$ cat config.mk
export PLATFORM = sky130hd
export DESIGN_NAME = gemb_fifo
export DESIGN_NICKNAME = d
export VERILOG_FILES = /design/src/design/gemb_pkg.sv /design/src/design/gemb_fifo.sv
export SDC_FILE = /design/constraint.sdc
export NUM_CORES = 1
export LEC_CHECK = 0
export ABC_AREA = 1
export CELL_PAD_IN_SITES_DETAIL_PLACEMENT = 1
export CELL_PAD_IN_SITES_GLOBAL_PLACEMENT = 1
export CORE_ASPECT_RATIO = 1.1
export CORE_MARGIN = 2
export CORE_UTILIZATION = 50
export CTS_CLUSTER_DIAMETER = 80
export DETAILED_ROUTE_END_ITERATION = 16
export DONT_BUFFER_PORTS = 1
export GPL_TIMING_DRIVEN = 0
export PLACE_DENSITY_LB_ADDON = 0.2
export SLEW_MARGIN = 10
export SYNTH_ARGS = -nofsm -noshare
export SYNTH_HDL_FRONTEND = slang
export SYNTH_SLANG_ARGS = --single-unit
$ cat constraint.sdc
create_clock -name clock -period 9.26 [get_ports clock]
set_clock_uncertainty 0.2 [all_clocks]
set_input_delay 0.926 -clock clock [delete_from_list [all_inputs] [get_ports clock]]
set_output_delay 0.926 -clock clock [all_outputs]
set_load 0.05 [all_outputs]
$ cat src/design/gemb_pkg.sv
package gemb_pkg;

   // Field and datapath widths
   localparam int unsigned WORD_W   = 32;
   localparam int unsigned REL_W    = WORD_W + 1;            // exact difference of two words
   localparam int unsigned SQ_W     = 2 * REL_W;             // squared distance, Q.56
   localparam int unsigned ROOT_W   = REL_W;                 // integer square root, Q.28
   localparam int unsigned HALF_W   = SQ_W / 2;              // split of d2 for the d3 product
   localparam int unsigned K_W      = 2 * WORD_W;            // gm * dt, Q.56
   localparam int unsigned KP_W     = WORD_W + REL_W;        // partial product of k and |rel|
   localparam int unsigned KM_W     = K_W + REL_W;           // k * |rel|
   localparam int unsigned FRAC_W   = 28;
   localparam int unsigned NUM_W    = KM_W + FRAC_W;         // division numerator
   localparam int unsigned D3_W     = SQ_W + ROOT_W;         // d2 * r, Q.84
   localparam int unsigned Q_BITS   = 41;                    // quotient bits 40..0
   localparam int unsigned CMP_W    = D3_W + Q_BITS;         // divisor shifted by the top bit
   localparam int unsigned PULL_W   = Q_BITS + 1;            // signed pull component
   localparam int unsigned ACC_W    = PULL_W + 1;            // sum of two pulls
   localparam int unsigned SUM_W    = 44;                    // velocity / position sums
   localparam int unsigned PMUL_W   = 2 * WORD_W;

   // Pipeline depths
   localparam int unsigned PULL_LAT = 4 + ROOT_W + 3 + Q_BITS + 1;
   localparam int unsigned BACK_LAT = PULL_LAT + 4;
   localparam int unsigned PEND_W   = $clog2(BACK_LAT + 2);

   // Command queue between front and back
   localparam int unsigned CQ_DEPTH = 4;
   localparam int unsigned CQ_AW    = $clog2(CQ_DEPTH);

   // Request codes
   localparam logic [1:0] REQ_LOAD = 2'd0;
   localparam logic [1:0] REQ_ADV  = 2'd1;
   localparam logic [1:0] REQ_TEST = 2'd2;

   // Register indexes
   localparam logic [1:0] CSR_SUN_MASS    = 2'd0;
   localparam logic [1:0] CSR_PLANET_MASS = 2'd1;
   localparam logic [1:0] CSR_TIME_STEP   = 2'd2;

   // Reset values
   localparam logic [WORD_W-1:0] SUN_MASS_RST    = 32'd268435456;
   localparam logic [WORD_W-1:0] PLANET_MASS_RST = 32'd256088;
   localparam logic [WORD_W-1:0] TIME_STEP_RST   = 32'd2684355;
   localparam logic [WORD_W-1:0] PLANET_X_RST    = 32'd268435456;
   localparam logic [WORD_W-1:0] PLANET_Y_RST    = 32'd0;
   localparam logic [WORD_W-1:0] PLANET_VX_RST   = 32'd0;
   localparam logic [WORD_W-1:0] PLANET_VY_RST   = 32'd268435456;

   typedef enum logic [1:0] {
      KIND_LOAD = 2'd0,
      KIND_ADV  = 2'd1,
      KIND_TEST = 2'd2
   } kind_type;

   typedef struct packed {
      kind_type          kind;
      logic [WORD_W-1:0] pos_x;
      logic [WORD_W-1:0] pos_y;
      logic [WORD_W-1:0] vel_x;
      logic [WORD_W-1:0] vel_y;
   } cmd_type;

   typedef struct packed {
      logic [WORD_W-1:0] sun_mass;
      logic [WORD_W-1:0] planet_mass;
      logic [WORD_W-1:0] time_step;
   } cfg_type;

   typedef struct packed {
      kind_type          kind;
      logic [WORD_W-1:0] new_pos_x;
      logic [WORD_W-1:0] new_pos_y;
      logic [WORD_W-1:0] new_vel_x;
      logic [WORD_W-1:0] new_vel_y;
      logic              singular;
      logic              saturated;
   } res_type;

   // Magnitude of a two's complement relative coordinate
   function automatic logic [REL_W-1:0] mag_rel(input logic [REL_W-1:0] v);
      return v[REL_W-1] ? (~v + REL_W'(1)) : v;
   endfunction

   // Clip a wide sum to a signed word; top bit of the result flags a clip
   function automatic logic [WORD_W:0] sat_word(input logic [SUM_W-1:0] v);
      logic all_same;
      all_same = (v[SUM_W-1:WORD_W-1] == '0) || (v[SUM_W-1:WORD_W-1] == '1);
      if (all_same) begin
         return {1'b0, v[WORD_W-1:0]};
      end else if (v[SUM_W-1]) begin
         return {1'b1, 1'b1, {(WORD_W-1){1'b0}}};
      end else begin
         return {1'b1, 1'b0, {(WORD_W-1){1'b1}}};
      end
   endfunction

endpackage

$ cat src/design/gemb_fifo.sv
module gemb_fifo import gemb_pkg::*; (
   input  logic    clock,
   input  logic    reset,
   input  logic    push,
   input  cmd_type push_cmd,
   output logic    full,
   input  logic    pop,
   output logic    head_valid,
   output cmd_type head
);

   cmd_type          entry_ff [CQ_DEPTH];
   logic [CQ_AW-1:0] rd_ptr_ff, wr_ptr_ff;
   logic [CQ_AW:0]   count_ff, count_in;
   logic             do_push, do_pop;

   assign full       = (count_ff == (CQ_AW+1)'(CQ_DEPTH));
   assign head_valid = (count_ff != '0);
   assign head       = entry_ff[rd_ptr_ff];
   assign do_push    = push && !full;
   assign do_pop     = pop && head_valid;

   always_comb begin
      count_in = count_ff;
      if (do_push && !do_pop) begin
         count_in = count_ff + (CQ_AW+1)'(1);
      end else if (do_pop && !do_push) begin
         count_in = count_ff - (CQ_AW+1)'(1);
      end
   end

   // Advance pointers and hold the count
   always_ff @(posedge clock) begin
      if (reset) begin
         rd_ptr_ff <= '0;
         wr_ptr_ff <= '0;
         count_ff  <= '0;
      end else begin
         count_ff <= count_in;
         if (do_push) begin
            wr_ptr_ff <= wr_ptr_ff + CQ_AW'(1);
         end
         if (do_pop) begin
            rd_ptr_ff <= rd_ptr_ff + CQ_AW'(1);
         end
      end
      if (do_push) begin
         entry_ff[wr_ptr_ff] <= push_cmd;
      end
   end

endmodule

# Word level (Yosys, flattened, before mapping)
# Memory sizes are Yosys's and may differ from the RTL's. A register that Yosys moved wholly into a read port is not among the register bits.
# Index checks and enable logic that the tools add are counted.
dict set report classes {
  addsub 4
  n_eq_ne 1
  n_mux 6
  reduce_logical 9
}
# operator n
set op_table {}
lappend op_table {{$mux 3} 2}
lappend op_table {{$add 2x1->2 const B} 2}
lappend op_table {{$logic_and 1x1->1} 4}
lappend op_table {{$mux 2} 2}
lappend op_table {{$add 3x1->3 const B} 1}
lappend op_table {{$eq 3x3->1 const B} 1}
lappend op_table {{$logic_not 1->1} 3}
lappend op_table {{$reduce_bool 3->1} 1}
lappend op_table {{$sub 3x1->3 const B} 1}
lappend op_table {{$mux 1} 2}
lappend op_table {{$reduce_bool 2->1} 1}
dict set report word_totals {
  ff_bits 7
  ram_bits 520
  output_inout_bits 132
  elab_cells 24
  memories 1
}
# name words width read_ports rd_clocked_by_memory_dff write_ports line
set mem_list {}
lappend mem_list {entry_ff 4 130 1 1 1 gemb_fifo.sv:12} ;# cmd_type entry_ff [CQ_DEPTH];

# Longest topological paths before layout
# Gate-level depths: netlist (run 1).
dict set report logic_depth {
  ltp_word 7
  ltp_mapped 13
  mapped_depth_nobuf 13
}

# Least setup slack after synthesis (run 1)
# No wires, ideal clock.
dict set report synth_timing {
  path_kind {in2reg}
  from {in push}
  to {mem entry_ff[0][0] in the netlist's numbering (enable)}
  arrival_time_ns 6.438
  setup_slack_ns 2.001
  path_stages 2
  n_path_buf 0
  path_cell_list {nand2_1 > nor2_1}
}
dict set report synth_via {
  elab_chain_cells 3
}
# element line
set synth_rtl {}
lappend synth_rtl {{start, declared} gemb_fifo.sv:4} ;# input logic push,
lappend synth_rtl {{$logic_and 1x1->1} gemb_fifo.sv:20} ;# assign do_push = push && !full;
lappend synth_rtl {{$mux 1} gemb_fifo.sv:47} ;# if (do_push) begin
lappend synth_rtl {{$mux 1 (not written as such)} gemb_fifo.sv:48} ;# entry_ff[wr_ptr_ff] <= push_cmd;
lappend synth_rtl {{end, declared} gemb_fifo.sv:12}
# Every way passes these cells.

==> run_results.csv, run 1 <==
group,metric,value,unit
logic_synthesis,synth_xor_area_share,0.0443,%
clock_network,cts_root_buffer,"clkbuf_16",
clock_network,cts_buffers,51,
routing,wl_per_cell,25.8,microns
clock_network,postCtsSetupBuffers,0,
power_and_ir_drop,p_leak,7.34,nW
sta,hold_violations,0,
sta,period_share,46.8,%
floorplan,core_area,0.0391,sq mm
critical_path,required,8.13,ns
sta,worstMarginPinSlew,1.31,ns
worst_hold_path,min_path_type,"in -> reg",
cells_and_area,regArea,0.0158,sq mm
critical_path,arrival,3.20,ns
run,maxCapViolations,0,
power_and_ir_drop,power_density,324,mW/mm^2
routing,routed-via-count,11300,
sta,finalCriticalPeriod,4.33,ns
global_route,gr-total-overflow,0,
logic_synthesis,synth_nets,1466,
placement,portBuffers,0,
cells_and_area,utilization,57.4,%
logic_synthesis,synth_top_cell_area_share,79.0,%
logic_synthesis,ys_types,23,
critical_path,end_kind,"output port",
outcome,status,"finished, final reports clean",
cells_and_area,design_area,0.0224,sq mm
clock_network,cts_tree,"done",
critical_path,r2r_cells,7,
sta,slew_headroom,13.8,%
logic_synthesis,yosys_warnings,0,
clock_network,cts.sinks,529,
critical_path,worstPathMaxFanout,10,
sta,rsz0062_at_grt,"false",
clock_network,holdBufCountCts,0,
logic_synthesis,synth.area.top_cells,"edfxtp_1 79%, nor2_1 5.2%, o21ai_0 4.8%",
placement,hpwl,31700,microns
sta,max_clock_freq,231,MHz
cells_and_area,fillers,3613,
floorplan,die-area,0.0411,sq mm
routing,drtIter0Drc,718,
critical_path,critPathLaunchType,"register",
routing,avgViaCountPerCell,5.83,
sta,slew_violations,0,
global_route,grt_pass1_vias,12300,
floorplan,dieHeight,213,microns
logic_synthesis,synth_edf_count,520,
cells_and_area,antenna-diode-count,0,
global_route,grt_first_pass_wirelength,74600,microns
global_route,grt_max_degree,26,
placement,dp_slack,5.50,ns
routing,drt-total-wl,50100,microns
placement,place_area,0.0209,sq mm
global_route,grt_use_total,24.3,%
routing,drc,0,
sta,whs,0.205,ns
sta,postLayoutSetupSlackWorst,4.93,ns
logic_synthesis,ys_seq_area_share,79.9,%
clock_network,clkTransAtPathRegs,0.06,ns
cells_and_area,layout-drive-gt1-share,9.33,%
floorplan,start_util,50.6,%
logic_synthesis,synth_most_common_cell,"edfxtp_1",
clock_network,clk_latency,0.58,ns
routing,first_pass_iters,7,
worst_hold_path,holdPathStages,1,
critical_path,r2r_slack,6.51,ns
floorplan,row_count,76,
logic_synthesis,syn_avg_cell_area,14.9,sq um
floorplan,boundaryPins,266,
critical_path,path_class,"reg -> out",
cells_and_area,multi_input_area,0.00337,sq mm
logic_synthesis,synth_compound_area_share,10.8,%
sta,setup_viol,0,
logic_synthesis,synthSimpleGateAreaFrac,5.63,%
logic_synthesis,yosys.area_share.adder,0.418,%
clock_network,clockBufferDepth,3,
clock_network,htreeDepth,2,
cells_and_area,layout.nets,1541,
logic_synthesis,synth_top_family_by_area,"compound AO/OA/AOI/OAI gates",
logic_synthesis,netlist_instances,1326,
logic_synthesis,synth_ff_type,"edfxtp_1",
logic_synthesis,ys_ff_latch,529,
clock_network,cts_resized,0,
logic_synthesis,synth.area.mux_share,0,%
routing,final_antenna_net_count,0,
logic_synthesis,synthArstFlopShare,0,%
logic_synthesis,syn_area,0.0198,sq mm
logic_synthesis,yosys-top-cells-count,"520 x edfxtp_1, 274 x nor2_1, 191 x o21ai_0",
logic_synthesis,synth.largest_area_cell,"edfxtp_1",
power_and_ir_drop,ir_drop,0.214,mV
cells_and_area,syn_to_final_growth,13.6,%
placement,gp_congestion,0.751,
floorplan,fp.dieW,194,microns
sta,fin_setup_tns,0,ns
global_route,antenna_found_initial,0,
## report_power, final
part | total, mW | internal, mW | switching [mW]
Sequential | 2.97 | 2.91 | 0.0614
Clock | 1.93 | 1.09 | 0.838
Combinational | 2.37 | 0.404 | 1.96
Total | 7.27 | 4.40 | 2.86
## sequential cells by signal, indices dropped and copies added (netlist names), named ones only
name	flops
entry_ff	520
rd_ptr_ff	2
wr_ptr_ff	2
count_ff	3
## critical path, cell delays in order, from the launching register on
cell and delay [ns]:
dfxtp_1 0.39, inv_2 0.15, buf_2 0.39, clkbuf_1 0.47, o21ai_0 0.21, o22ai_1 0.99
## stage by stage
stage / total power, mW / std cells
after detailed placement: 5.40 / 1855
after global routing: 7.53 / 1943
after floorplan: 4.87 / 1326
after global placement: 5.37 / 1833
after CTS: 7.33 / 1943
final: 7.27 / 1943
## cell usage in the layout, fill, tap and decap left out
cell / count
a21oi_1: 3
buf_12: 17
buf_16: 7
buf_2: 14
buf_4: 1
buf_6: 22
buf_8: 1
bufinv_16: 2
clkbuf_1: 54
clkbuf_16: 53
clkbuf_2: 5
clkinv_1: 14
clkinv_2: 4
dfxtp_1: 9
edfxtp_1: 520
fa_1: 1
ha_1: 5
inv_1: 15
inv_12: 1
inv_2: 1
inv_6: 1
nand2_1: 15
nand3_1: 4
nand3b_1: 1
nor2_1: 270
nor2_4: 4
o21ai_0: 191
o21ai_1: 70
o22ai_1: 129
o22ai_2: 1
xor2_1: 1
## final timing paths
check,startpoint,to
hold reg to reg,rd_ptr_ff[0],rd_ptr_ff[0]
setup reg to reg,count_ff[0],entry_ff[1][98]
setup / recovery,register,head[23]
hold / removal,reset,rd_ptr_ff[0]
## metal layers
layer | vias up | GRT usage (%) | part of all wire (%)
li1 | 5157 | - | -
met1 | 5715 | 28.8 | 38
met2 | 372 | 41.9 | 51
met3 | 83 | 7.93 | 8.2
met4 | 0 | 8.66 | 3.0
met5 | - | 0 | 0
## kinds of logic after synthesis
kind of cell / after synthesis
AND/OR/NAND/NOR: 294
XOR/XNOR: 1
AO/OA/AOI/OAI: 394
adder cells (fa/ha/maj): 6
buffers and inverters: 102
flip-flops: 529
## area by class of cell
type / instances / share of cell area (%)
sequential: 529 / 70.4
multi-input combinational: 695 / 15.0
clock buffer: 67 / 6.14
tap: 507 / 2.83
buffer: 85 / 2.47
timing repair buffer: 22 / 2.20
clock inverter: 21 / 0.630
inverter: 17 / 0.340
Power figures use the tool's default switching activity.
==> run 2: changes to the inputs <==
Settings changed: ABC_AREA 1 to 0.
Clock period 9.26 ns to 4.2 ns, I/O delays scaled along.
==> run 2 against run 1 <==
Sequential share of layout area down 2.2 points. Area after synthesis decreased by 2.2%. Sequential cell count unchanged. Register-to-register slack got worse by 5.3 ns. Combinational power increased by 100%. Clock power up 130%. Wire length decreased by 23%. Critical path type unchanged. Die area down 2.2%.
==> run_results.csv, run 2 <==
group,metric,value,unit
clock_network,cts_resized,0,
cells_and_area,mostFrequentLayoutCell,"edfxtp_1",
sta,slew_violations,0,
routing,avgViaCountPerCell,5.57,
clock_network,clockBufferDepth,3,
floorplan,fp.dieW,191,microns
logic_synthesis,synthArstFlopShare,0,%
sta,slew_headroom,42.4,%
floorplan,start_util,50.7,%
global_route,antenna_found_initial,7,
run,maxCapViolations,0,
critical_path,arrival,2.65,ns
sta,worstMarginPinSlew,0.864,ns
logic_synthesis,synth.area.top_cells,"edfxtp_1 81%, mux4_2 15%, buf_12 1.1%",
cells_and_area,utilization,60.8,%
logic_synthesis,yosys_warnings,0,
clock_network,postCtsSetupBuffers,0,
clock_network,cts_tree,"done",
sta,whs,0.0313,ns
floorplan,dieHeight,210,microns
placement,gp_congestion,0.734,
logic_synthesis,yosys-top-cells-count,"520 x edfxtp_1, 130 x mux4_2, 11 x buf_12",
floorplan,die-area,0.0402,sq mm
sta,finalCriticalPeriod,3.27,ns
logic_synthesis,netlist_instances,727,
routing,drc,0,
critical_path,critPathLaunchType,"register",
routing,final_antenna_net_count,0,
clock_network,cts_root_buffer,"clkbuf_16",
sta,period_share,77.8,%
routing,wl_per_cell,26.2,microns
power_and_ir_drop,ir_drop,0.463,mV
cells_and_area,mostFrequentLayoutCells,"520 x edfxtp_1, 134 x dlygate4sd3_1, 130 x mux4_2, 53 x clkbuf_16, 16 x clkbuf_1",
sta,hold_violations,0,
logic_synthesis,syn_avg_cell_area,26.6,sq um
logic_synthesis,synth_edf_count,520,
cells_and_area,layout-drive-gt1-share,24.8,%
critical_path,worstPathMaxFanout,10,
cells_and_area,reg_top3,"entry_ff x520, count_ff x3",
cells_and_area,final_cells,1472,
logic_synthesis,ys_types,23,
routing,first_pass_iters,5,
cells_and_area,largest_register_ffs,520,
routing,routed-via-count,8201,
logic_synthesis,ys_ff_latch,529,
power_and_ir_drop,fin_total_pwr,15.7,mW
sta,setup_viol,0,
placement,hpwl,23700,microns
cells_and_area,syn_to_final_growth,19.9,%
logic_synthesis,synth_top_cell_area_share,80.8,%
routing,drtIter0Drc,496,
logic_synthesis,synth.largest_area_cell,"edfxtp_1",
routing,drt-total-wl,38600,microns
floorplan,core_area,0.0381,sq mm
logic_synthesis,synth_ff_type,"edfxtp_1",
critical_path,path_class,"reg -> out",
global_route,grt_pass1_vias,9203,
global_route,grt_max_degree,53,
global_route,gr-total-overflow,0,
clock_network,clkTransAtPathRegs,0.06,ns
worst_hold_path,min_path_type,"in -> reg",
clock_network,cts.sinks,529,
logic_synthesis,synth_nets,867,
global_route,grt_use_total,19.6,%
cells_and_area,multi_input_area,0.00320,sq mm
global_route,grt_first_pass_wirelength,58200,microns
cells_and_area,fillers,3036,
cells_and_area,regArea,0.0158,sq mm
sta,max_clock_freq,306,MHz
logic_synthesis,syn_area,0.0193,sq mm
power_and_ir_drop,p_leak,7.29,nW
clock_network,htreeDepth,2,
sta,rsz0062_at_grt,"false",
clock_network,cts_buffers,51,
critical_path,end_kind,"output port",
floorplan,row_count,75,
critical_path,required,3.58,ns
power_and_ir_drop,power_density,680,mW/mm^2
logic_synthesis,synth_most_common_cell,"edfxtp_1",
cells_and_area,layout.nets,1064,
logic_synthesis,ys_seq_area_share,81.8,%
clock_network,clk_latency,0.58,ns
cells_and_area,top_register,"entry_ff",
placement,post-place-cells,1237,
floorplan,boundaryPins,266,
placement,portBuffers,0,
outcome,status,"finished, final reports clean",
sta,fin_setup_tns,0,ns
[run 2: path summary, 6_finish.rpt]
kind,cells past startpoint,from,to,slack (ns)
max,3,register,head[103],0.93
max reg2reg,6,count_ff[0],entry_ff[3][34],1.26
min,3,pop,rd_ptr_ff[1],0.03
min reg2reg,2,rd_ptr_ff[0],rd_ptr_ff[0],0.35
[run 2: where the power goes]
group	internal [mW]	switching [mW]	leakage, nW	total, mW
combinational	1.38	3.43	1.65	4.81
clock	2.62	1.84	0.796	4.46
sequential	6.34	0.134	4.84	6.48
total	10.3	5.40	7.29	15.7
[run 2: per-stage QoR]
stage / setup WS, ns / instance area, sq um
final: 0.932 / 23200
after global placement: -0.418 / 20000
after CTS: 0.775 / 23100
after floorplan: 0.556 / 19300
after detailed placement: 1.26 / 20200
after global routing: 0.740 / 23200
[run 2: kinds of logic after synthesis]
logic type	count (synthesis)	share of synthesized area, %
flops	529	81.8
xor+xnor	4	0.181
simple gates	16	0.447
fa+ha+maj	6	0.427
buf+inv	34	1.75
compound gates	6	0.188
mux	132	15.3
[run 2: critical path, stage by stage, from the launching register on]
cell and delay (ns):
dfxtp_1 0.39, clkbuf_1 0.67, buf_2 0.44, mux4_2 0.56
[run 2: what timing repair did]
action	4_1_cts	5_1_grt
endpoints found under the hold margin	524	0
hold buffers	134	0
setup endpoints to repair	0	0
[run 2: cell type report]
| type | instances | area share (%) |
|---|---|---|
| Multi-Input combinational cell | 164 | 13.8 |
| Timing Repair Buffer | 144 | 6.66 |
| Buffer | 30 | 1.39 |
| Antenna cell | 6 | 0.0648 |
| Clock inverter | 28 | 1.14 |
| Inverter | 4 | 0.0648 |
| Clock buffer | 67 | 5.95 |
| Sequential cell | 529 | 68.2 |
| Tap cell | 500 | 2.70 |
[run 2: metal layers]
| metal | part of all wire (%) | up-vias | global-route usage [%] |
|---|---|---|---|
| met5 | 0 | - | 0 |
| met4 | 2.5 | 0 | 6.34 |
| met3 | 7.8 | 62 | 5.44 |
| met2 | 50 | 297 | 32.4 |
| met1 | 39 | 4293 | 25.5 |
| li1 | - | 3549 | - |
