--- src/design/gemb_pkg.sv ---
package gemb_pkg;

   // Field and datapath widths
   localparam int unsigned WORD_W   = 32;
   localparam int unsigned REL_W    = WORD_W + 1;            // exact difference of two words
   localparam int unsigned SQ_W     = 2 * REL_W;             // squared distance, Q.56
   localparam int unsigned ROOT_W   = REL_W;                 // integer square root, Q.28
   localparam int unsigned HALF_W   = SQ_W / 2;              // split of d2 for the d3 product
   localparam int unsigned K_W      = 2 * WORD_W;            // gm * dt, Q.56
   localparam int unsigned KP_W     = WORD_W + REL_W;        // partial product of k and |rel|
   localparam int unsigned KM_W     = K_W + REL_W;           // k * |rel|
   localparam int unsigned FRAC_W   = 28;
   localparam int unsigned NUM_W    = KM_W + FRAC_W;         // division numerator
   localparam int unsigned D3_W     = SQ_W + ROOT_W;         // d2 * r, Q.84
   localparam int unsigned Q_BITS   = 41;                    // quotient bits 40..0
   localparam int unsigned CMP_W    = D3_W + Q_BITS;         // divisor shifted by the top bit
   localparam int unsigned PULL_W   = Q_BITS + 1;            // signed pull component
   localparam int unsigned ACC_W    = PULL_W + 1;            // sum of two pulls
   localparam int unsigned SUM_W    = 44;                    // velocity / position sums
   localparam int unsigned PMUL_W   = 2 * WORD_W;

   // Pipeline depths
   localparam int unsigned PULL_LAT = 4 + ROOT_W + 3 + Q_BITS + 1;
   localparam int unsigned BACK_LAT = PULL_LAT + 4;
   localparam int unsigned PEND_W   = $clog2(BACK_LAT + 2);

   // Command queue between front and back
   localparam int unsigned CQ_DEPTH = 4;
   localparam int unsigned CQ_AW    = $clog2(CQ_DEPTH);

   // Request codes
   localparam logic [1:0] REQ_LOAD = 2'd0;
   localparam logic [1:0] REQ_ADV  = 2'd1;
   localparam logic [1:0] REQ_TEST = 2'd2;

   // Register indexes
   localparam logic [1:0] CSR_SUN_MASS    = 2'd0;
   localparam logic [1:0] CSR_PLANET_MASS = 2'd1;
   localparam logic [1:0] CSR_TIME_STEP   = 2'd2;

   // Reset values
   localparam logic [WORD_W-1:0] SUN_MASS_RST    = 32'd268435456;
   localparam logic [WORD_W-1:0] PLANET_MASS_RST = 32'd256088;
   localparam logic [WORD_W-1:0] TIME_STEP_RST   = 32'd2684355;
   localparam logic [WORD_W-1:0] PLANET_X_RST    = 32'd268435456;
   localparam logic [WORD_W-1:0] PLANET_Y_RST    = 32'd0;
   localparam logic [WORD_W-1:0] PLANET_VX_RST   = 32'd0;
   localparam logic [WORD_W-1:0] PLANET_VY_RST   = 32'd268435456;

   typedef enum logic [1:0] {
      KIND_LOAD = 2'd0,
      KIND_ADV  = 2'd1,
      KIND_TEST = 2'd2
   } kind_type;

   typedef struct packed {
      kind_type          kind;
      logic [WORD_W-1:0] pos_x;
      logic [WORD_W-1:0] pos_y;
      logic [WORD_W-1:0] vel_x;
      logic [WORD_W-1:0] vel_y;
   } cmd_type;

   typedef struct packed {
      logic [WORD_W-1:0] sun_mass;
      logic [WORD_W-1:0] planet_mass;
      logic [WORD_W-1:0] time_step;
   } cfg_type;

   typedef struct packed {
      kind_type          kind;
      logic [WORD_W-1:0] new_pos_x;
      logic [WORD_W-1:0] new_pos_y;
      logic [WORD_W-1:0] new_vel_x;
      logic [WORD_W-1:0] new_vel_y;
      logic              singular;
      logic              saturated;
   } res_type;

   // Magnitude of a two's complement relative coordinate
   function automatic logic [REL_W-1:0] mag_rel(input logic [REL_W-1:0] v);
      return v[REL_W-1] ? (~v + REL_W'(1)) : v;
   endfunction

   // Clip a wide sum to a signed word; top bit of the result flags a clip
   function automatic logic [WORD_W:0] sat_word(input logic [SUM_W-1:0] v);
      logic all_same;
      all_same = (v[SUM_W-1:WORD_W-1] == '0) || (v[SUM_W-1:WORD_W-1] == '1);
      if (all_same) begin
         return {1'b0, v[WORD_W-1:0]};
      end else if (v[SUM_W-1]) begin
         return {1'b1, 1'b1, {(WORD_W-1){1'b0}}};
      end else begin
         return {1'b1, 1'b0, {(WORD_W-1){1'b1}}};
      end
   endfunction

endpackage

--- src/design/gemb_front.sv ---
module gemb_front import gemb_pkg::*; (
   input  logic              clock,
   input  logic              reset,
   input  logic              req_push,
   output logic              req_full,
   input  logic [1:0]        req_type,
   input  logic [WORD_W-1:0] req_pos_x,
   input  logic [WORD_W-1:0] req_pos_y,
   input  logic [WORD_W-1:0] req_vel_x,
   input  logic [WORD_W-1:0] req_vel_y,
   input  logic              cq_full,
   output logic              cmd_valid,
   output cmd_type           cmd
);

   logic    valid_ff, valid_in;
   cmd_type cmd_ff, cmd_in;
   logic    keep;
   logic    accept;

   assign req_full  = valid_ff && cq_full;
   assign accept    = req_push && !req_full;
   assign cmd_valid = valid_ff;
   assign cmd       = cmd_ff;

   // Classify the request; drop the unused code
   always_comb begin
      keep         = 1'b1;
      cmd_in       = cmd_ff;
      cmd_in.pos_x = req_pos_x;
      cmd_in.pos_y = req_pos_y;
      cmd_in.vel_x = req_vel_x;
      cmd_in.vel_y = req_vel_y;
      case (req_type)
         REQ_LOAD: cmd_in.kind = KIND_LOAD;
         REQ_ADV:  cmd_in.kind = KIND_ADV;
         REQ_TEST: cmd_in.kind = KIND_TEST;
         default:  keep = 1'b0;
      endcase
   end

   // Hold the slot until the queue takes it
   always_comb begin
      if (accept) begin
         valid_in = keep;
      end else begin
         valid_in = valid_ff && cq_full;
      end
   end

   always_ff @(posedge clock) begin
      if (reset) begin
         valid_ff <= 1'b0;
      end else begin
         valid_ff <= valid_in;
      end
      if (accept) begin
         cmd_ff <= cmd_in;
      end
   end

endmodule

--- config.mk ---
export PLATFORM = sky130hd
export DESIGN_NAME = gemb_front
export DESIGN_NICKNAME = d
export VERILOG_FILES = /design/src/design/gemb_pkg.sv /design/src/design/gemb_front.sv
export SDC_FILE = /design/constraint.sdc
export NUM_CORES = 1
export LEC_CHECK = 0
export ABC_AREA = 1
export BUFFER_PORTS_ARGS = -buffer_cell sky130_fd_sc_hd__buf_2
export CORE_ASPECT_RATIO = 0.6
export CORE_MARGIN = 4
export CORE_UTILIZATION = 41
export DETAILED_ROUTE_END_ITERATION = 10
export HOLD_SLACK_MARGIN = 0.08
export PLACE_DENSITY = 0.87
export SETUP_SLACK_MARGIN = 0.4
export SYNTH_ARGS = -nofsm -noshare
export SYNTH_HDL_FRONTEND = slang
export SYNTH_SLANG_ARGS = --single-unit
--- constraint.sdc ---
create_clock -name clock -period 10.15 [get_ports clock]
set_input_delay 1.5225 -clock clock [delete_from_list [all_inputs] [get_ports clock]]
set_output_delay 1.5225 -clock clock [all_outputs]
set_load 0.02 [all_outputs]
Yosys cells after proc, flatten, opt, wreduce, memory -nomap -nowiden
Cells that the tools add are included.
Widths: inputs -> output; s select.
{"block": "classes", "n_eq_ne": 2, "mux": 3, "n_reduce_logical": 7}
{"operator": "$pmux 2 s3", "n": 1}
{"operator": "$reduce_bool 3->1", "n": 1}
{"operator": "$reduce_or 3->1", "n": 1}
{"operator": "$eq 2x1->1 const B", "n": 1}
{"operator": "$eq 2x2->1 const B", "n": 1}
{"operator": "$logic_and 1x1->1", "n": 2}
{"operator": "$logic_not 2->1", "n": 1}
{"operator": "$mux 1", "n": 2}
{"operator": "$reduce_and 2->1", "n": 1}
{"operator": "$logic_not 1->1", "n": 1}
{"block": "totals", "register_bits": 131, "wordCells": 18}

Longest topological paths before layout
Gate-level depths: netlist of run 1.
{"block": "depth", "ltp_word": 4, "depth_mapped": 4, "mapped_depth_nobuf": 4}

Worst setup path after synthesis of run 1
No wires, ideal clock.
{"block": "synth_timing", "path_type": "input -> register", "from": "in cq_full", "to": "reg cmd_ff (netlist bit cmd[0]), enable pin", "arrival_time_ns": 6.998, "setup_slack_ns": 2.536, "cell_stages": 3, "path_buffers": 0, "cell_sequence": "nand2_1 inv_2 nor2_1"}
{"block": "synth_via", "elab_chain_cells": 3}
{"element": "from (decl)", "line_no": "gemb_front.sv:11", "source": "input logic cq_full,"}
{"element": "$logic_and 1x1->1", "line_no": "gemb_front.sv:21", "source": "assign req_full = valid_ff && cq_full;"}
{"element": "via req_full", "line_no": "gemb_front.sv:5", "source": "output logic req_full,"}
{"element": "$logic_not 1->1", "line_no": "gemb_front.sv:22", "source": "assign accept = req_push && !req_full;"}
{"element": "$logic_and 1x1->1", "line_no": "gemb_front.sv:22"}
{"element": "via accept", "line_no": "gemb_front.sv:19", "source": "logic accept;"}
{"element": "to (signal assigned)", "line_no": "gemb_front.sv:58", "source": "cmd_ff <= cmd_in;"}
{"element": "to (decl)", "line_no": "gemb_front.sv:17", "source": "cmd_type cmd_ff, cmd_in;"}
The timed path passes the listed nets, and every way through them passes these cells.
A chain may end at the register's enable or synchronous reset.

Worst setup path after layout of run 1
{"block": "layout_timing", "from": "in cq_full", "to": "out req_full"}
{"block": "layout_via", "elab_chain_cells": 1}
{"element": "$logic_and 1x1->1", "line_no": "gemb_front.sv:21"}
{"element": "to (decl)", "line_no": "gemb_front.sv:5"}
Every way passes these cells.

==> metrics, run 1 <==
status=finished clean; die footprint=11400 um^2; Final Util=65.4%; Power per Cell Area=223 nW/um^2; leading area contributor after synthesis=edfxtp_1; Avg Cell Area, Syn=27.8 um^2; post-synthesis adder-cell area fraction=0%; largest family of logic cells by synthesized area=simple AND/OR/NAND/NOR gates; r2r setup slk=8.54 ns; Post-CTS Setup Inserts=0; first-pass GRT wire length=14600 um; xor and xnor area share after synthesis=0%; slew at the pin closest to its max-slew limit=0.807 ns; initial antenna violation count=0; worst min path class=reg -> reg; Synth Cell Area=3970 um^2; Hold Vio Cnt, Final=0; Max VDD drop=0.160 mV; CTS tree=yes; cts bufs inserted=17; clock buffer depth=2; layout cells sized above 1=67.6%; via/cell ratio=4.39; reg2reg start=cmd_valid; clk root buf=clkbuf_16; register area share after synthesis=98.8%; f_max=289 MHz; Core Area=9290 um^2; clk slew on worst S/H paths=0.06 ns; RSZ-0062 raised after global routing=false; Tcrit/Tclk final=34.0%; Hold-fix buffers, CTS=0; synthesized instance count=143; critical path arrival=1.93 ns; fill count=667; Distinct cells, synth=8; Critical Path Sink=req_full; Initial Util=42.8%; Synth top area share=98.3%; antenna diode count=0; die height=84.2 um; most common cell after layout, fill and taps aside=buf_2; crit path max fanout=3; most frequent cells in the layout=buf_2 (265), edfxtp_1 (130), clkbuf_16 (17), clkinv_2 (4); Critical Path RT=8.63 ns; H-Tree Depth=4; mux contribution to synthesized area=0%; antenna-violating nets left=0; all-layer global routing usage=17.2%; Port Buf Inserts=265; R2R Path End=cmd[4]; DR iter-0 viols=135; Setup Skew=0.00910 ns; Final setup viols=0; Synth Area in Simple Gates=0.724%; GPL Wtd Cong=0.793; pin count of the biggest net entering global routing=66; vias=2512; Die W=135 um; via count of the first global-routing pass=2744; drt total wl=9960 um; register bit count reported by yosys=131; max-cap viol count=0; leakage=2.65 nW; crit start category=input pin; count of pins over their slew limit=0; number of remaining DRC errors=0; endpoint class of the critical path=primary output; CTS Sinks=131; slew margin rel.=46.2%; setup total negative slack=0 ns; routed len/inst=17.4 um; Crit. Startpoint=cq_full; Top Ports=266; final worst slack=6.70 ns; pre-CTS setup slack=6.70 ns; Remaining Overflow, GRT=0; Yosys warning count=0; Final min period=3.45 ns; Area Overhead vs Synth=52.9%; Pre-antenna DRT Iters=4; PostCTS Resize Cnt=0; syn_nets=277; FP Rows=27; clock latency on the worst-skew pair=0.40 ns; worst reg2reg path depth=4; Area contributors post-synth=edfxtp_1 (98%), dfxtp_1 (0.50%), nor2_1 (0.38%), inv_1 (0.28%), nand2_1 (0.19%); HPWL after detailed placement=7540 um; net count reported at finish=563; CP Class=in -> out; Synth Area in Compound Gates=0.126%
-- worst max-delay path, stage by stage --
cell     delay [ns]
buf_2          0.08
nand2_1        0.06
inv_2          0.09
buf_2          0.17
-- sequential cells by signal (all words and copies together), names as in the netlist --
signal and cells:
cmd_valid 1, cmd 130
-- logic make-up (layout without fill, tap and decap cells) --
group           after synthesis  count (layout)
compound gates                1               1
flops                       131             131
simple gates                  7               7
buf+inv                       4             303
-- synthesized netlist by cell type, drive strengths merged --
library cell,n
nand2,2
edfxtp,130
inv,4
nor2,4
a21oi,1
dfxtp,1
and3,1
-- layout make-up --
type                            instances  area (um^2)  area share, %
Clock buffer                           17          425           7.00
Multi-Input combinational cell          8         41.3          0.680
Sequential cell                       131         3920           64.6
Timing Repair Buffer                  267         1340           22.1
Inverter                                4         15.0          0.247
Tap cell                              130          163           2.68
Clock inverter                         15          166           2.74
-- worst min path at each step --
stage / from / endpoint / slack (ns) / cells after the start
detailed placement: cmd_valid / cmd_valid / 0.65 / 4
global route: cmd_valid / cmd_valid / 0.76 / 4
global placement: cmd_valid / cmd_valid / 0.63 / 4
finish: cmd_valid / cmd_valid / 0.69 / 4
CTS: cmd_valid / cmd_valid / 0.68 / 4
floorplan: cmd_valid / cmd_valid / 0.73 / 4
-- per-stage QoR --
stage                     hold slack (ns)  cells  power (mW)  instance area [um^2]
after detailed placement            0.651    540       0.767                  5480
after global placement              0.631    540       0.763                  5480
after CTS                           0.676    572        1.37                  6080
final                               0.691    572        1.35                  6080
after global routing                0.757    572        1.41                  6080
after floorplan                     0.731    143       0.711                  3970
-- report_power, final --
part	switching [mW]	internal, mW	leakage (nW)	total, mW
combinational	0.0732	0.0390	1.10	0.112
sequential	0.00821	0.634	1.27	0.643
clock	0.215	0.383	0.283	0.598
total	0.296	1.06	2.65	1.35
-- per-layer routing --
layer / wire (um) / GRT usage, %
met1: 3410 / 18.0
met2: 5260 / 30.1
met3: 1170 / 8.44
met4: 116 / 6.68
met5: 0 / 0
Note: power is estimated with default switching activity, not from simulation.
==> run 2: changes to the inputs <==
CORE_UTILIZATION = 37   (was 41)
PLACE_DENSITY = 0.83   (was 0.87)
clock period = 3 ns   (was 10.15 ns; I/O delays follow)
==> metrics, run 2 (synthesis gave the netlist of run 1 again) <==
endpoint class of the critical path=register; via count of the first global-routing pass=2666; Critical Path RT=3.02 ns; leakage=2.67 nW; Hold Slack=0.202 ns; Final min period=1.61 ns; r2r setup slk=1.39 ns; Slowest cell on crit path=buf_4; pin count of the biggest net entering global routing=67; Hold Vio Cnt, Final=0; drt total wl=9960 um; Pre-antenna DRT Iters=4; initial antenna violation count=0; antenna-violating nets left=0; GRT Max-Usage Layer=met2; count of pins over their slew limit=0; critical path arrival=1.63 ns; FP Rows=28; Setup Skew=0.00501 ns; routed len/inst=17.3 um; GPL Wtd Cong=0.839; M3 GR Usage=8.32%; status=finished clean; Area Overhead vs Synth=54.8%; all-layer global routing usage=15.2%; Power per Cell Area=773 nW/um^2; most frequent cells in the layout=buf_2 (265), edfxtp_1 (130), clkbuf_16 (17), bufinv_16 (5); critical path's largest stage delay=0.63 ns; first-pass GRT wire length=13900 um; worst-path cell chain=nand2_8 -> inv_6 -> nor2_4 -> buf_4; worst min path class=in -> reg; f_max=620 MHz; setup total negative slack=0 ns; most common cell after layout, fill and taps aside=buf_2; CP Class=reg -> reg; HPWL after detailed placement=7710 um; PostCTS Resize Cnt=0; Core Area=10200 um^2; Max VDD drop=0.398 mV; pre-CTS setup slack=1.14 ns; slew margin rel.=45.9%; net count reported at finish=563; number of remaining DRC errors=0; hold path depth=2; Final setup viols=0; H-Tree Depth=4; fill count=782; antenna diode count=0; max-cap viol count=0; vias=2488; die footprint=12500 um^2; Tcrit/Tclk final=53.8%; reg2reg start=cmd_valid; R2R Path End=cmd[49]; DR iter-0 viols=154; M1 GR Usage=15.5%; cts bufs inserted=17; final worst slack=1.39 ns; via/cell ratio=4.32; Remaining Overflow, GRT=0; clock buffer depth=2; hold endpoint=cmd_valid; slew at the pin closest to its max-slew limit=0.812 ns; layout cells sized above 1=68.0%; met2 Resource Use GR=26.4%; Port Buf Inserts=265; Hold Startpoint=reset; Top Ports=266; Initial Util=39.1%; Post-CTS Setup Inserts=0; number of flip-flops in the largest register=130; Die W=142 um; crit start category=register; CTS Sinks=131; clock latency on the worst-skew pair=0.39 ns; CTS tree=yes; clk slew on worst S/H paths=0.06 ns; crit path max fanout=66; clk root buf=clkbuf_16; worst reg2reg path depth=4; RSZ-0062 raised after global routing=false; Hold-fix buffers, CTS=0; die height=88.3 um
==> run 2: changes by cell type in the layout (fill, tap and decap cells not counted), sizes merged <==
cell,change
clkbuf,+1
bufinv,+2
clkinv,-4
clkinvlp,-1
inv,+1
==> run 2: power breakdown <==
part	switching [mW]	total, mW	internal (mW)
logic	0.249	0.382	0.133
clock network	0.728	2.20	1.47
registers	0.0272	2.17	2.15
==> run 2: through the flow <==
step	power, mW	utilization (%)	std cells	cell area (um^2)
after global routing	4.93	60.5	576	6150
after global placement	2.59	54.3	545	5510
after floorplan	2.40	-	143	4000
after detailed placement	2.60	54.3	545	5510
final	4.75	60.5	576	6150
after CTS	4.81	60.5	576	6150
==> run 2: routing by layer <==
metal  vias up  wire length, um
met5         -                0
met4         0              102
met3        10             1290
met2       142             5160
met1      1190             3410
li1       1146                -
==> run 2: worst max-delay path, delay by kind of cell (launching register included) <==
family | cells | cell delay (ns)
buffers and inverters | 2 | 0.66
and+or+nand+nor | 2 | 0.18
DFF | 1 | 0.35
==> run 2: area by class of cell <==
class | instances | area [um^2] | share of cell area [%]
Sequential cell | 131 | 3930 | 63.8
Clock buffer | 18 | 429 | 6.98
Multi-Input combinational cell | 8 | 57.6 | 0.936
Tap cell | 135 | 169 | 2.75
Inverter | 4 | 20.0 | 0.325
Clock inverter | 13 | 209 | 3.40
Timing Repair Buffer | 267 | 1340 | 21.8
==> run 2: how the worst max path moves through the flow <==
stage | startpoint | endpoint | slack, ns | cells past startpoint
after detailed placement | cq_full | cmd[59] | 1.14 | 5
after floorplan | cq_full | cmd[0] | 0.14 | 3
after global routing | cmd_valid | cmd[20] | 1.32 | 4
final | cmd_valid | cmd[49] | 1.39 | 4
after global placement | cq_full | cmd[52] | 1.20 | 5
after CTS | cmd_valid | cmd[60] | 1.37 | 4
==> run 3: changes to the inputs <==
CORE_UTILIZATION = 41   (was 37)
PLACE_DENSITY = 0.87   (was 0.83)
clock period = 1.5 ns   (was 3 ns; I/O delays follow)
==> metrics, run 3 <==
Yosys warning count=0; leading area contributor after synthesis=edfxtp_1; Synth Cell Area=3970 um^2; Commonest cells post-synth=edfxtp_1 (130), nor2_1 (4), inv_1 (3); stop err=[ERROR RSZ-0060] Max buffer count reached.; GPL Wtd Cong=0.783; number of synthesized flops with an enable pin=130; Hold-fix buffers, CTS=117; FP Rows=27; Die W=135 um; Distinct cells, synth=8; register area share after synthesis=98.8%; Initial Util=42.8%; syn_nets=277; mux contribution to synthesized area=0%; Port Buf Inserts=265; most common cell in the synthesized netlist=edfxtp_1; clk root buf=clkbuf_16; Avg Cell Area, Syn=27.8 um^2; Synth top area share=98.3%; xor and xnor area share after synthesis=0%; Post-CTS Setup Inserts=4; largest family of logic cells by synthesized area=simple AND/OR/NAND/NOR gates; status=did not finish; Main synth FF type=edfxtp_1; Area contributors post-synth=edfxtp_1 (98%), dfxtp_1 (0.50%), nor2_1 (0.38%), inv_1 (0.28%), nand2_1 (0.19%); Synth Area in Compound Gates=0.126%; register bit count reported by yosys=131; Top Ports=266; asr flop ratio synth=0%; cts bufs inserted=17; CTS Sinks=131; die height=84.2 um; post-synthesis adder-cell area fraction=0%; Synth Area in Simple Gates=0.724%; H-Tree Depth=4; PostCTS Resize Cnt=121; Exit stage=clock tree synthesis; clock buffer depth=2; synthesized instance count=143; HPWL after detailed placement=7430 um
run 3: kinds of logic after synthesis:
kind of cell | count (synthesis)
AOI/OAI and AO/OA | 1
buffers and inverters | 4
DFF | 131
and+or+nand+nor | 7
run 3: per-stage QoR:
step | util, % | setup WS, ns | TNS, ns | area (um^2) | std cells
after floorplan | - | -1.30 | -165.84 | 3990 | 143
after detailed placement | 59.4 | 0.167 | 0 | 5520 | 540
after global placement | 59.4 | 0.202 | 0 | 5520 | 540
==> run 4: changes to the inputs <==
CORE_ASPECT_RATIO = default   (was 0.6)
CORE_UTILIZATION = 40   (was 41)
HOLD_SLACK_MARGIN = default   (was 0.08)
PLACE_DENSITY = default   (was 0.87)
PLACE_DENSITY_LB_ADDON = 0.15   (was default)
SETUP_SLACK_MARGIN = default   (was 0.4)
==> metrics, run 4 <==
Top Ports=266; Synth top area share=98.3%; mux contribution to synthesized area=0%; cts bufs inserted=17; largest family of logic cells by synthesized area=simple AND/OR/NAND/NOR gates; FP Rows=36; asr flop ratio synth=0%; placed cell area=5530 um^2; most common cell in the synthesized netlist=edfxtp_1; post-synthesis adder-cell area fraction=0%; die height=108 um; Initial Util=40.8%; CTS Sinks=131; register area share after synthesis=98.8%; leading area contributor after synthesis=edfxtp_1; stop err=[ERROR RSZ-0060] Max buffer count reached.; Main synth FF type=edfxtp_1; Die W=108 um; Post-CTS Setup Inserts=0; syn_nets=277; PostCTS Resize Cnt=0; clk root buf=clkbuf_8; Commonest cells post-synth=edfxtp_1 (130), nor2_1 (4), inv_1 (3); GPL Wtd Cong=0.728; H-Tree Depth=4; status=did not finish; xor and xnor area share after synthesis=0%; Hold-fix buffers, CTS=116; Synth Area in Compound Gates=0.126%; synthesized instance count=143; Synth Cell Area=3970 um^2; Port Buf Inserts=265; HPWL after detailed placement=7140 um; Area contributors post-synth=edfxtp_1 (98%), dfxtp_1 (0.50%), nor2_1 (0.38%), inv_1 (0.28%), nand2_1 (0.19%); Yosys warning count=0; Exit stage=clock tree synthesis; Placed Cells=543; number of synthesized flops with an enable pin=130; Avg Cell Area, Syn=27.8 um^2; clock buffer depth=2; Distinct cells, synth=8; register bit count reported by yosys=131; Synth Area in Simple Gates=0.724%
[run 4: cell counts after synthesis]
Identical to the previous run, type by type.
[run 4: logic make-up after synthesis]
family | after synthesis
AOI/OAI and AO/OA | 1
and+or+nand+nor | 7
buffers and inverters | 4
DFF | 131
[run 4: per-stage QoR]
| stage | setup TNS [ns] | setup slack, ns |
|---|---|---|
| 2_1_floorplan | -165.84 | -1.30 |
| 3_5_place_dp | 0 | 0.183 |
| 3_3_place_gp | 0 | 0.209 |
